<file path="src/sv/nidcv_pkg.sv">
package nidcv_pkg;

   // character codes
   localparam logic [7:0] CHAR_NEWLINE = 8'd10;
   localparam logic [7:0] CHAR_ZERO    = 8'd48;
   localparam logic [7:0] CHAR_NINE    = 8'd57;

   // identifier layout
   localparam logic [3:0] ID_LENGTH    = 4'd10;
   localparam logic [3:0] POS_MAX      = 4'd15;
   localparam logic [3:0] POS_CHECK    = 4'd9;
   localparam logic [3:0] MODULUS      = 4'd11;
   localparam logic [3:0] SUM_TEN      = 4'd10;

   // day limits
   localparam logic [6:0] DAYS_LONG    = 7'd31;
   localparam logic [6:0] DAYS_SHORT   = 7'd30;
   localparam logic [6:0] DAYS_FEB     = 7'd28;
   localparam logic [6:0] DAYS_FEB_LEAP = 7'd29;

   // accumulated state of the line being read
   typedef struct packed {
      logic [3:0] position;
      logic [3:0] sum_mod_eleven;
      logic [6:0] year_digits;
      logic [6:0] month_digits;
      logic [6:0] day_digits;
      logic [3:0] check_digit;
      logic       all_digits;
   } nidcv_state_type;

   // weight of the digit at a given position (positions 0 to 8)
   function automatic logic [3:0] digit_weight(input logic [3:0] pos);
      logic [3:0] w;
      begin
         case (pos)
            4'd0: w = 4'd2;
            4'd1: w = 4'd4;
            4'd2: w = 4'd8;
            4'd3: w = 4'd5;
            4'd4: w = 4'd10;
            4'd5: w = 4'd9;
            4'd6: w = 4'd7;
            4'd7: w = 4'd3;
            4'd8: w = 4'd6;
            default: w = 4'd0;
         endcase
         digit_weight = w;
      end
   endfunction

   // remainder by eleven for values up to 127, via reciprocal 187/2048
   function automatic logic [3:0] mod_eleven(input logic [6:0] v);
      logic [14:0] prod;
      logic [3:0]  q;
      logic [7:0]  r;
      begin
         prod = 15'(v) * 15'd187;
         q = prod[14:11];
         r = 8'(v) - 8'(q) * 8'(MODULUS);
         if (r >= 8'(MODULUS)) begin
            r = r - 8'(MODULUS);
         end
         mod_eleven = r[3:0];
      end
   endfunction

endpackage

</file>
<file path="src/sv/national_id_check_validator_unit.sv">
// ten-digit personal identifier checker, one character per word
//
// req channel: req_symbol carries one character byte per word; a newline
// ends the identifier. rsp channel: one word per newline, rsp_valid_res is
// 1 when the line had exactly ten digits, a valid date and a matching
// check digit, else 0. Characters other than newline give no rsp word.
//
// a req word is captured in an input register and from there folded into
// the running state; for a newline, the verdict is registered in the
// result register, which drives rsp_valid, once that register is free.
// One word is accepted every cycle unless a newline waits on a stalled
// rsp; the state update is a single weighted add and a reduction by eleven.
//
// while rsp is stalled, ordinary characters keep flowing; a second newline
// waits in the input register and req_ready falls until rsp is taken.
// reset (synchronous, active high) empties both registers and clears the
// line state.
module national_id_check_validator_unit
   import nidcv_pkg::*;
(
   input  logic       clock,
   input  logic       reset,
   input  logic       req_valid,
   output logic       req_ready,
   input  logic [7:0] req_symbol,
   output logic       rsp_valid,
   input  logic       rsp_ready,
   output logic       rsp_valid_res
);

   logic            in_valid_ff;
   logic [7:0]      in_symbol_ff;
   logic            out_valid_ff;
   logic            out_valid_in;
   logic            out_res_ff;
   logic            is_newline;
   logic            out_free;
   logic            advance;
   logic            pass;
   nidcv_state_type state;

   // handshake control
   assign is_newline = (in_symbol_ff == CHAR_NEWLINE);
   assign out_free   = !out_valid_ff || rsp_ready;
   assign advance    = in_valid_ff && (!is_newline || out_free);
   assign req_ready  = !in_valid_ff || advance;

   // input register
   always_ff @(posedge clock) begin
      if (reset) begin
         in_valid_ff <= 1'b0;
      end else if (req_ready) begin
         in_valid_ff <= req_valid;
      end
   end

   always_ff @(posedge clock) begin
      if (req_valid && req_ready) begin
         in_symbol_ff <= req_symbol;
      end
   end

   // line state
   nidcv_accum u_accum (
      .clock  (clock),
      .reset  (reset),
      .step   (advance && !is_newline),
      .clear  (advance && is_newline),
      .symbol (in_symbol_ff),
      .state  (state)
   );

   // verdict on the finished line
   nidcv_judge u_judge (
      .state (state),
      .pass  (pass)
   );

   // result register
   always_comb begin
      out_valid_in = out_valid_ff && !rsp_ready;
      if (advance && is_newline) begin
         out_valid_in = 1'b1;
      end
   end

   always_ff @(posedge clock) begin
      if (reset) begin
         out_valid_ff <= 1'b0;
      end else begin
         out_valid_ff <= out_valid_in;
      end
   end

   always_ff @(posedge clock) begin
      if (advance && is_newline) begin
         out_res_ff <= pass;
      end
   end

   assign rsp_valid     = out_valid_ff;
   assign rsp_valid_res = out_res_ff;

endmodule

</file>
<file path="src/sv/nidcv_accum.sv">
module nidcv_accum
   import nidcv_pkg::*;
(
   input  logic            clock,
   input  logic            reset,
   input  logic            step,
   input  logic            clear,
   input  logic [7:0]      symbol,
   output nidcv_state_type state
);

   nidcv_state_type state_ff;
   nidcv_state_type state_in;

   logic       is_digit;
   logic [3:0] digit;
   logic [6:0] weighted;
   logic [6:0] two_digit_acc;
   logic [6:0] two_digit_res;

   assign is_digit = symbol inside {[CHAR_ZERO:CHAR_NINE]};
   assign digit    = 4'(symbol - CHAR_ZERO);

   // running weighted sum, reduced by eleven
   assign weighted = 7'(state_ff.sum_mod_eleven) + 7'(digit) * 7'(digit_weight(state_ff.position));

   // pick the two-digit field for this position and shift in the digit
   always_comb begin
      case (state_ff.position)
         4'd0, 4'd1: two_digit_acc = state_ff.year_digits;
         4'd2, 4'd3: two_digit_acc = state_ff.month_digits;
         4'd4, 4'd5: two_digit_acc = state_ff.day_digits;
         default:    two_digit_acc = 7'd0;
      endcase
   end

   assign two_digit_res = 7'((two_digit_acc << 3) + (two_digit_acc << 1) + 7'(digit));

   // next state
   always_comb begin
      state_in = state_ff;
      if (clear) begin
         state_in            = '0;
         state_in.all_digits = 1'b1;
      end else if (step) begin
         if (is_digit) begin
            if (state_ff.position < POS_CHECK) begin
               state_in.sum_mod_eleven = mod_eleven(weighted);
            end
            case (state_ff.position)
               4'd0, 4'd1: state_in.year_digits  = two_digit_res;
               4'd2, 4'd3: state_in.month_digits = two_digit_res;
               4'd4, 4'd5: state_in.day_digits   = two_digit_res;
               POS_CHECK:  state_in.check_digit  = digit;
               default:    state_in.check_digit  = state_ff.check_digit;
            endcase
         end else begin
            state_in.all_digits = 1'b0;
         end
         if (state_ff.position != POS_MAX) begin
            state_in.position = state_ff.position + 4'd1;
         end
      end
   end

   // state register
   always_ff @(posedge clock) begin
      if (reset) begin
         state_ff            <= '0;
         state_ff.all_digits <= 1'b1;
      end else begin
         state_ff <= state_in;
      end
   end

   assign state = state_ff;

endmodule

</file>
<file path="src/sv/nidcv_judge.sv">
module nidcv_judge
   import nidcv_pkg::*;
(
   input  nidcv_state_type state,
   output logic            pass
);

   logic [6:0] month;
   logic       month_ok;
   logic [6:0] limit;
   logic [3:0] expect_digit;
   logic       date_ok;

   // fold the month offsets of 20 and 40 back to 1 to 12
   always_comb begin
      month_ok = 1'b1;
      month    = state.month_digits;
      if (state.month_digits inside {[7'd41:7'd52]}) begin
         month = state.month_digits - 7'd40;
      end else if (state.month_digits inside {[7'd21:7'd32]}) begin
         month = state.month_digits - 7'd20;
      end else if (!(state.month_digits inside {[7'd1:7'd12]})) begin
         month_ok = 1'b0;
      end
   end

   // days in the month
   always_comb begin
      if (month == 7'd2) begin
         limit = (state.year_digits[1:0] == 2'd0) ? DAYS_FEB_LEAP : DAYS_FEB;
      end else if (month inside {7'd1, 7'd3, 7'd5, 7'd7, 7'd8, 7'd10, 7'd12}) begin
         limit = DAYS_LONG;
      end else begin
         limit = DAYS_SHORT;
      end
   end

   assign date_ok = month_ok && (state.day_digits != 7'd0) && (state.day_digits <= limit);

   // a remainder of ten counts as zero
   assign expect_digit = (state.sum_mod_eleven == SUM_TEN) ? 4'd0 : state.sum_mod_eleven;

   assign pass = (state.position == ID_LENGTH) && state.all_digits && date_ok &&
                 (state.check_digit == expect_digit);

endmodule
</file>
<file path="config.mk">
export PLATFORM = sky130hd
export DESIGN_NAME = national_id_check_validator_unit
export DESIGN_NICKNAME = d
export VERILOG_FILES = /design/src/sv/nidcv_pkg.sv /design/src/sv/national_id_check_validator_unit.sv /design/src/sv/nidcv_accum.sv /design/src/sv/nidcv_judge.sv
export SDC_FILE = /design/constraint.sdc
export NUM_CORES = 1
export LEC_CHECK = 0
export ABC_AREA = 0
export BUFFER_PORTS_ARGS = -buffer_cell sky130_fd_sc_hd__buf_2
export CAP_MARGIN = 30
export CORE_ASPECT_RATIO = 0.9
export CORE_UTILIZATION = 58
export CTS_CLUSTER_DIAMETER = 40
export DETAILED_ROUTE_END_ITERATION = 10
export PLACE_DENSITY = 0.73
export SETUP_SLACK_MARGIN = 0.15
export SYNTH_ARGS = -nofsm -noshare
export SYNTH_HDL_FRONTEND = slang
export SYNTH_SLANG_ARGS = --single-unit
export TNS_END_PERCENT = 5
</file>
<file path="constraint.sdc">
create_clock -name clock -period 12.2 [get_ports clock]
set_input_delay 1.22 -clock clock [delete_from_list [all_inputs] [get_ports clock]]
set_output_delay 1.22 -clock clock [all_outputs]
set_load 0.03 [all_outputs]
</file>
[Word level (Yosys, flattened, before mapping)]
Memory sizes are Yosys's and may differ from the RTL's. A register that Yosys moved wholly into a read port is not among the register bits.
Index checks and enable logic that the tools add are counted.
Cells by class
  shift operators: 0
  mux-type cells: 14
  div/mod/pow operators: 0
  $mul: 3
  reductions and logical operators: 36
  equality and inequality tests: 19
  order comparisons: 11
  $add $sub $neg: 9
  bitwise gates (word level): 1
Operators by type and width (count)
  7-bit by 4-bit == test with 1-bit output (second input constant): 3
  7-bit 2-to-1 mux: 3
  6-bit one-hot mux with 3 select lines: 1
  4-bit 2-to-1 mux: 4
  7-bit by 8-bit multiplier with 15-bit output (second input constant): 1
  3-bit AND reduction: 5
  7-bit by 2-bit == test with 1-bit output (second input constant): 2
  7-bit by 3-bit == test with 1-bit output (second input constant): 2
  7-bit by 6-bit less-or-equal comparator with 1-bit output (second input constant): 2
  1-bit logical AND: 14
  7-bit nonzero test: 2
  4-bit == test (second input constant): 3
  4-bit by 2-bit == test with 1-bit output (second input constant): 2
  4-bit by 3-bit == test with 1-bit output (second input constant): 2
  8-bit by 4-bit == test with 1-bit output (second input constant): 1
  8-bit by 4-bit >= comparator with 1-bit output (second input constant): 1
  8-bit by 6-bit >= comparator with 1-bit output (second input constant): 1
  8-bit by 6-bit less-or-equal comparator with 1-bit output (second input constant): 1
  4-bit by 4-bit multiplier with 8-bit output (second input constant): 1
  2-bit OR reduction: 4
  7-bit by 8-bit subtractor with 8-bit output: 1
  4-bit by 7-bit adder with 7-bit output: 1
  7-bit by 4-bit adder with 7-bit output: 1
  7-bit adder: 1
  other kinds (23): 34
Storage, ports and cells
  logic and storage cells: 105
  RAM bits: 0
  memory bits (read-only): 64
  output and inout port bits: 3
  memories: 1
  input port bits: 12
  flip-flop bits (word level): 44
  latch bits: 0
Memories
  (no name shown): depth 16, width 4, read ports 1, clocked after Yosys merged registers in 1, wr ports 0, line nidcv_pkg.sv:36  | case (pos)

[Depth between registers and ports, before layout]
Gate-level depths: netlist of the first run.
  depth in word-level cells: 12
  gate-level depth with buffers: 41
  mapped depth without buffers: 40

[Modules after synthesis]
From an unflattened synthesis of the first run, not the netlist that was laid out.
Second synthesis, totals
  cells, all modules: 578
  area, all modules: 5288.8 µm²
Modules (own cells, without submodules)
  nidcv_accum: instances 1, cells each 462, area each 4174.0 µm², sequential area each 760.7 µm²
  nidcv_judge: instances 1, cells each 89, area each 676.9 µm², sequential area each 0.0 µm²
  national_id_check_validator_unit: instances 1, cells each 27, area each 437.9 µm², sequential area each 310.3 µm²

[Worst setup path before layout of the first run]
No wires, ideal clock.
  path kind: reg2reg
  from: register in_symbol_ff[0]
  to: register u_accum.state_ff (netlist bit u_accum.state[26])
  stages on the path, launching flop included: 37
  clock period less this slack: 9868 ps
  data required time: 12109 ps
  library setup time: 91 ps
  buffers on the path: 1
  arrival: 9777 ps
  setup slack: 2332 ps
  cell sequence: edfxtp_1 -> buf_2 -> nand2_1 -> fa_1 -> fa_1 -> fa_1 -> inv_1 -> ha_1 -> a21o_1 -> a21oi_1 -> xor2_1 -> inv_1 -> ha_1 -> fa_1 -> fa_1 -> inv_1 -> fa_1 -> inv_1 -> ha_1 -> nand4_1 -> o22ai_1 -> a211oi_1 -> o21ai_0 -> a21oi_1 -> o21ba_2 -> xnor2_1 -> ha_1 -> ha_1 -> fa_1 -> inv_1 -> ha_1 -> and3_1 -> a221o_1 -> or4_1 -> a211o_1 -> or4_1 -> a311oi_1
On the way
  longest elaborated chain between the ends: 8
  elaborated cells on any way between the ends: 20
  those cells by class: 4 x add/sub; 3 x mul; 3 x order compare; 1 x eq/ne; 1 x mux; 8 x reduce/logical
Ends and longest elaborated chain
  from (decl): line national_id_check_validator_unit.sv:32  | logic [7:0] in_symbol_ff;
  from (signal assigned): line national_id_check_validator_unit.sv:59  | in_symbol_ff <= req_symbol;
  4-bit by 1-bit subtractor with 4-bit output: line nidcv_accum.sv:22  | assign digit = 4'(symbol - CHAR_ZERO);
  4-bit by 4-bit multiplier with 7-bit output: line nidcv_accum.sv:25  | assign weighted = 7'(state_ff.sum_mod_eleven) + 7'(digit) * 7'(digit_weight(state_ff.position));
  4-bit by 7-bit adder with 7-bit output: line nidcv_accum.sv:25
  7-bit by 8-bit multiplier with 15-bit output: line nidcv_pkg.sv:58  | prod = 15'(v) * 15'd187;
  4-bit by 4-bit multiplier with 8-bit output: line nidcv_pkg.sv:60  | r = 8'(v) - 8'(q) * 8'(MODULUS);
  7-bit by 8-bit subtractor with 8-bit output: line nidcv_pkg.sv:60
  8-bit by 4-bit >= comparator with 1-bit output / 4-bit subtractor (equally long branches): line nidcv_pkg.sv:61, nidcv_pkg.sv:62
  4-bit 2-to-1 mux: line nidcv_pkg.sv:61  | if (r >= 8'(MODULUS)) begin
  to (signal assigned): line nidcv_accum.sv:72  | state_ff <= state_in;
  to (decl): line nidcv_accum.sv:12  | nidcv_state_type state_ff;
Several ways; a longest one is shown, not always the timed one.
A chain may end at the register's enable or synchronous reset.

[Worst setup path in the final report of the first run]
Same ends and word-level chain as after synthesis.

==> results.md, run 1 <==
Synthesis:
- Counting flops and latches in the post-synthesis netlist gives 48.
- After technology mapping, the gate count stands at 580.
- inv_1 is the most common cell in the netlist.
- The post-synth net total is roughly 700.
- After synthesis, flip-flops and latches occupy 20.5% of the total area.
- The distinct cell type count after synthesis is 57.
- A synthesized cell averages 8.83 µm².
- The mapped cell area is between 5000 and 6000 µm².
- The most frequently used flop master after synthesis is dfxtp_1.
- The synthesized design contains 9 enable-type register cells.
- The post-synthesis cell type with the largest combined area is ha_1.
- The post-synthesis async set-or-reset flop share is 0%.
- Of the post-synthesis cell area, the dominant cell type holds 21.0%.
- Yosys attributes the largest share of cell area to ha_1 21%, dfxtp_1 15%, fa_1 11%.
- For this run, the number of Yosys warnings is 0.
- After synthesis, the most frequently instantiated cells are 91 x inv_1, 86 x ha_1, 57 x nor2_1.

Setup path:
- The count of buffering cells on the critical path with inverters included is 4.
- The data arrival time of the worst path is 10.83 ns.
- The path type of the worst setup path is reg2reg.
- The kind of start point of the critical path is a flip-flop.
- Broken down by cell family, the worst path's largest delay share belongs to adder cells.
- The data required time at the worst endpoint is 12.40 ns.
- In this run the worst path has a maximum fanout of 10.
- The cell with the largest stage delay on the worst path is fa_1.
- The worst setup path is captured at a flip-flop.
- The most numerous cell type found on the critical path is fa_1.
- The largest stage delay on the critical path is about 0.55 ns.

Layout:
- The repair_antennas step left the layout with diodes totalling 0.
- The area growth from synthesis to layout is 6.13%.
- Of the cells placed in the final design, the portion with a size suffix greater than 1 is approximately 5.7%.
- The net count reported at finish is 717.

Placed design:
- The count of buffers inserted at the top-level ports is 14.
- The routability congestion estimate is between 0.8 and 0.9.
- Detailed placement finished with a half-perimeter wire length of 8370 µm.

GRT:
- The initial antenna violation count was 0.
- The total overflow left after global routing is 0.
- The total global-route track usage is between 20% and 30%.
- The number of global-route vias before repair is approximately 3.9k.
- Entering global routing, the biggest net connects 37 pins.
- The first global-routing pass estimated 17600 µm of wire.

Routing:
- Dividing the detail-routed wire length by the instance count gives 14.5 µm.
- The routed design has 10300 µm of wire.
- The DRC violation total after the first TritonRoute iteration is 148.
- For this run, design rule violations remaining after detail routing come to 0.
- The number of iterations in the first detailed-routing pass is 5.
- In the routed layout, each cell is associated on average with a via count of between 5 and 6.
- The number of antenna-violating nets in the routed design is 0.
- Summing over every cut layer, the via total after detailed routing is 4011.

Clock tree:
- The maximum level of the CTS H-tree is 2.
- For this design, the sink count on the clock tree is 48.
- The clock latency of the later-clocked register in the worst-skew pair is roughly 0.30 ns.
- Buffers inserted to repair hold after CTS numbered 0.
- The TritonCTS clock tree is done.
- The clock-pin slew reported for the worst setup and hold paths after clock tree synthesis is 0.09 ns.
- The number of gates resized after CTS was 0.
- The clock passes through at most 2 buffers.
- The root cell of the clock tree is clkbuf_8.
- Buffers added to address setup during post-CTS repair amount to 0.
- The total clock buffers created by CTS is 5.

Timing:
- The final max-slew violation count is 0.
- The highest attainable clock frequency is 94.1 MHz.
- The final critical path time including I/O delays and setup is 10.63 ns.
- The worst hold-check slack is between 0.4 and 0.5 ns.
- In the finished design, the share of the clock period the worst path needs comes to 87.1%.
- The number of hold-slack violations in the final timing report is 0.
- Setup repair after global routing left no endpoint under its margin.
- The slew at the pin closest to its max-slew limit is 0.970 ns.
- The clock skew is roughly 0.006 ns.
- Adding up every negative setup slack in the final design gives 0 ns.
- Setup violations remaining at the end of the flow were counted as 0.
- The worst max-slew margin expressed relative to the limit is between 30% and 40%.

Hold path:
- The type of the worst min-delay path is reg2reg.

Status:
- The run finished with clean final reports.

Die:
- The vertical die dimension is 91.1 µm.
- The horizontal die dimension is 101 µm.
- The number of ports placed on the die boundary is 15.
- For this configuration, the core starts out at a cell density of between 50% and 60%.
- Row generation in the floorplan step produced 32 rows.
- The core footprint is 8570 µm².
- The overall die area is 9210 µm².

Job:
- The number of maximum-capacitance constraint violations is 0.
-- layout make-up --
| type | instances | area, µm² |
|---|---|---|
| Sequential cell | 48 | 1050 |
| Clock buffer | 8 | 123 |
| Timing Repair Buffer | 16 | 85.1 |
| Fill cell | 749 | 3130 |
| Multi-Input combinational cell | 429 | 3690 |
| Tap cell | 119 | 149 |
| Inverter | 91 | 342 |
-- metal layers --
layer	vias to the layer above	track usage [%]	wire, µm
met3	6	2.54	329
met2	65	39.2	4800
met1	1918	34.3	5150
li1	2022	-	-
met5	-	0	0
met4	0	3.62	54
-- final timing paths --
check	endpoint	slack [ns]	depth (start not counted)	start
worst min-delay path	u_accum.state[0]$_SDFFE_PP1P_	0.47	2	u_accum.state[0]$_SDFFE_PP1P_
worst max register to register	u_accum.state[26]$_SDFFE_PP0P_	1.57	35	in_symbol_ff[0]$_DFFE_PP_
worst min register to register	u_accum.state[0]$_SDFFE_PP1P_	0.47	2	u_accum.state[0]$_SDFFE_PP1P_
worst max-delay path	u_accum.state[26]$_SDFFE_PP0P_	1.57	35	in_symbol_ff[0]$_DFFE_PP_
-- state kept, by name, indices dropped and copies added, names as in the netlist, named ones only --
signal	flops
rsp_valid	1
u_accum.state	33
in_symbol_ff	8
rsp_valid_res	1
in_valid_ff	1
-- cells in the final DEF (no fill, tap or decap), types with 4 or more instances in the layout --
master / instances
inv_1: 91
ha_1: 86
nor2_1: 57
dfxtp_1: 39
a21oi_1: 29
fa_1: 28
mux2i_1: 26
xnor2_1: 24
nand2_1: 22
buf_2: 14
o21ai_0: 13
and2_1: 11
nand3_1: 9
nor2b_1: 9
edfxtp_1: 9
and3_1: 7
nor3_1: 7
xor2_1: 7
a21o_1: 7
a211oi_1: 6
o21a_1: 6
a222oi_1: 5
clkbuf_8: 5
nand4_1: 4
o22ai_1: 4
nand2b_1: 4
o211ai_1: 4
-- cells by family (layout without fill, tap and decap cells) --
group	after synthesis	count (layout)	share of synthesized area [%]
AOI/OAI and AO/OA	100	100	13.3
xor gates and xnor gates	31	31	5.30
adders and majority gates	114	114	32.0
buffers and inverters	103	115	7.57
DFF	48	48	20.5
muxes	29	29	5.74
and+or+nand+nor	155	155	15.6
-- worst min-delay path, delay by kind of cell, from the launching register on --
family,cells,cell delay (ns)
DFF,1,0.30
AOI/OAI and AO/OA,1,0.07
buffers and inverters,1,0.06
-- per-stage QoR --
step           area, µm²  util [%]  worst slack (ns)  std cells
3_5_place_dp        5310      62.0              1.62        703
6_report            5440      63.4              1.57        711
3_3_place_gp        5310      61.9              1.92        702
4_1_cts             5440      63.4              1.56        711
2_1_floorplan       5120         -              2.33        580
5_1_grt             5440      63.4             0.949        711
Power of run 1 is not shown: default switching activity piles up to over one toggle a cycle in this logic, so the estimate is an artifact.
==> run 2: changes to the inputs <==
==> constraint.sdc (replaced) <==
create_clock -name clock -period 10.7 [get_ports clock]
set_input_delay 1.07 -clock clock [delete_from_list [all_inputs] [get_ports clock]]
set_output_delay 1.07 -clock clock [all_outputs]
set_load 0.03 [all_outputs]
==> run 2 against run 1 <==
Net effect: via count increased by 1.8%; register-to-register slack got worse by 1.1 ns; sequential share of layout area decreased by 0.40 points; global-route usage increased by 0.52 points; highest routed layer unchanged; routed wire length increased by 4.5%; utilization increased by 1.3 points; critical endpoint unchanged.
==> results.md, run 2 (synthesis gave the netlist of run 1 again) <==
Setup path:
- The data required time at the worst endpoint is 10.91 ns (-1.49 ns).
- The count of buffering cells on the critical path with inverters included is 4 (unchanged).
- In this run the critical register-to-register path is captured at u_accum.state[26]$_SDFFE_PP0P_.
- The worst setup path is of the reg2reg kind.
- The endpoint type of the worst setup path is a flip-flop.
- The start of the worst register-to-register path is in_symbol_ff[2]$_DFFE_PP_.
- The data arrival time of the worst path is 10.43 ns (-0.40 ns).
- Among all stages on the critical path, the largest delay is contributed by fa_1.
- The biggest fanout along the worst timing path is 6 (-4).
- The minimum setup slack among reg-to-reg paths is 0.48 ns (-1.10 ns).
- The largest stage delay on the critical path is 0.55 ns (about the same).
- The dominant cell type by count on the critical path is fa_1.
- The logic depth of the worst register-to-register path is 35 (unchanged).
- The kind of start point of the critical path is a flip-flop.
- Broken down by cell family, the worst path's largest delay share belongs to adder cells.

Timing:
- The ratio of final minimum period to clock period was 95.5% (+8.4 points).
- The number of hold-slack violations in the final timing report is 0 (unchanged).
- The clock skew was 0.0159 ns (+0.00996 ns).
- The worst max-slew margin expressed relative to the limit is 33.0% (-1.8 points).
- The slew at the pin closest to its max-slew limit is 1.00 ns (+0.0332 ns).
- Setup repair after global routing left no endpoint under its margin.
- The sum of negative setup slack was 0 ns (unchanged).
- The final critical path time including I/O delays and setup is 10.22 ns (-0.403 ns).
- The count of final setup violators is 0 (unchanged).
- The final max-slew violation count came to 0 (unchanged).
- The highest attainable clock frequency is 97.8 MHz (+3.9%).
- The worst hold-check slack was 0.479 ns (+0.00959 ns).

Layout:
- The most flop-heavy register is u_accum.state.
- The library cell used most frequently in the layout, excluding fill and tap cells, is inv_1.
- The antenna diode count came to 0 (unchanged).
- The flip-flop count of the largest register after layout is 33 (unchanged).
- The share of layout cells above drive strength 1 came to 8.80% (+3.1 points).
- In the layout the commonest cells are 91 x inv_1, 86 x ha_1, 57 x nor2_1.
- The largest registers in the layout are u_accum.state (33), in_symbol_ff (8).
- The net count reported at finish is 727 (+1.4%).
- The number of inserted filler cells in the final layout was 744 (-0.67%).
- The area growth from synthesis to layout is 8.36%.

Placed design:
- The routability congestion estimate came to 0.868 (about the same).
- The total half-perimeter wirelength after legalization and detailed placement came to 8550 µm (+2.1%).
- The count of buffers inserted at the top-level ports was 14 (unchanged).

Clock tree:
- The maximum level of the CTS H-tree came to 2 (unchanged).
- The clock sink total is 48 (unchanged).
- The TritonCTS clock tree is done.
- The clock latency of the later-clocked register in the worst-skew pair is 0.31 ns (about the same).
- The total clock buffers created by CTS was 5 (unchanged).
- The buffer levels on the longest clock path is 2 (unchanged).
- The root buffer cell chosen for the clock tree is clkbuf_8.
- The count of hold buffers inserted by post-cts repair is 0 (unchanged).
- The clock-pin slew reported for the worst setup and hold paths after clock tree synthesis was 0.09 ns (about the same).

Routing:
- The number of antenna-violating nets in the routed design is 0 (unchanged).
- The number of iterations in the first detailed-routing pass came to 6 (+1).
- The sum of routed wire length over all layers is 10800 µm (+4.5%).
- The post-detailed-route wirelength per cell is 15.0 µm (+3.0%).
- The post-detailed-route DRC marker count is 0 (unchanged).
- The total via count in the routed design is 4082 (+1.8%).
- The DRC violation total after the first TritonRoute iteration came to 169 (+14%).
- The via density per instance was 5.66 (+0.36%).

Hold path:
- The sink of the worst hold path is u_accum.state[0]$_SDFFE_PP1P_.
- The worst hold path belongs to the class reg2reg.
- The worst hold path begins at u_accum.state[0]$_SDFFE_PP1P_.
- The worst hold path depth is 2 (unchanged).

Die:
- The core footprint is 8570 µm² (unchanged).
- The vertical die dimension is 91.1 µm (unchanged).
- The site row count was 32 (unchanged).
- The overall die area is 9210 µm² (unchanged).
- The horizontal die dimension is 101 µm (unchanged).
- The number of ports placed on the die boundary came to 15 (unchanged).
- The effective utilization at floorplan came to 59.8% (unchanged).

GRT:
- The total global-route track usage is 24.4% (+0.52 points).
- The pin count of the biggest net entering global routing is 37 (unchanged).
- The final global-route overflow total is 0 (unchanged).
- The number of global-route vias before repair is 3934 (+0.77%).
- The initial antenna violation count is 0 (unchanged).
- The first-pass GRT wire length is 18000 µm (+2.4%).

Job:
- The number of maximum-capacitance constraint violations was 0 (unchanged).

Status:
- The run finished with clean final reports.
==> run 2: changes by cell type in the layout (fill, tap and decap cells not counted), moves of 2 or more <==
cell / change
buf_4: +10
xnor2_1: -3
xnor2_2: +3
a21oi_1: -2
a21oi_2: +2
==> run 2: area by class of cell <==
cell class | instances | area [µm²] | share of cell area (%)
clock buffers | 7 | 108 | 1.94
clock inverters | 1 | 8.76 | 0.158
inverters | 91 | 342 | 6.16
multi-input cells | 429 | 3730 | 67.2
flip-flops and latches | 48 | 1050 | 18.9
well taps | 119 | 149 | 2.68
repair buffers | 26 | 160 | 2.89
==> run 2: metrics by stage <==
stage | setup WS, ns | instance area (µm²) | utilization, % | std cells
detailed placement | 0.193 | 5340 | 62.3 | 706
global placement | 0.554 | 5330 | 62.2 | 705
CTS | 0.157 | 5470 | 63.9 | 717
finish | 0.478 | 5550 | 64.8 | 721
global route | 0.0462 | 5550 | 64.8 | 721
floorplan | 0.832 | 5120 | - | 580
==> run 2: layer usage <==
| layer | part of all wire (%) | GRT usage, % |
|---|---|---|
| met5 | 0 | 0 |
| met4 | 0.69 | 4.11 |
| met3 | 3.7 | 2.93 |
| met2 | 46 | 38.8 |
| met1 | 50 | 35.7 |
==> run 2: worst min-delay path, stage by stage (launching register included) <==
cell and delay, ns:
dfxtp_1 0.31, inv_1 0.06, o21bai_1 0.07
==> run 2: worst max-delay path by stage <==
stage / startpoint / end / slack [ns] / depth (start not counted)
detailed placement: in_symbol_ff[1]$_DFFE_PP_ / u_accum.state[26]$_SDFFE_PP0P_ / 0.19 / 35
CTS: in_symbol_ff[2]$_DFFE_PP_ / u_accum.state[26]$_SDFFE_PP0P_ / 0.16 / 35
floorplan: in_symbol_ff[0]$_DFFE_PP_ / u_accum.state[26]$_SDFFE_PP0P_ / 0.83 / 36
global route: in_symbol_ff[1]$_DFFE_PP_ / u_accum.state[26]$_SDFFE_PP0P_ / 0.05 / 35
finish: in_symbol_ff[2]$_DFFE_PP_ / u_accum.state[26]$_SDFFE_PP0P_ / 0.48 / 35
global placement: in_symbol_ff[1]$_DFFE_PP_ / u_accum.state[26]$_SDFFE_PP0P_ / 0.55 / 35
==> run 2: what timing repair did <==
item	in CTS	in global routing
resized for setup	0	9
setup buffers	3	4
pin swaps	0	1
setup endpoints to repair	1	4
Power of run 2 is left out for the same reason.
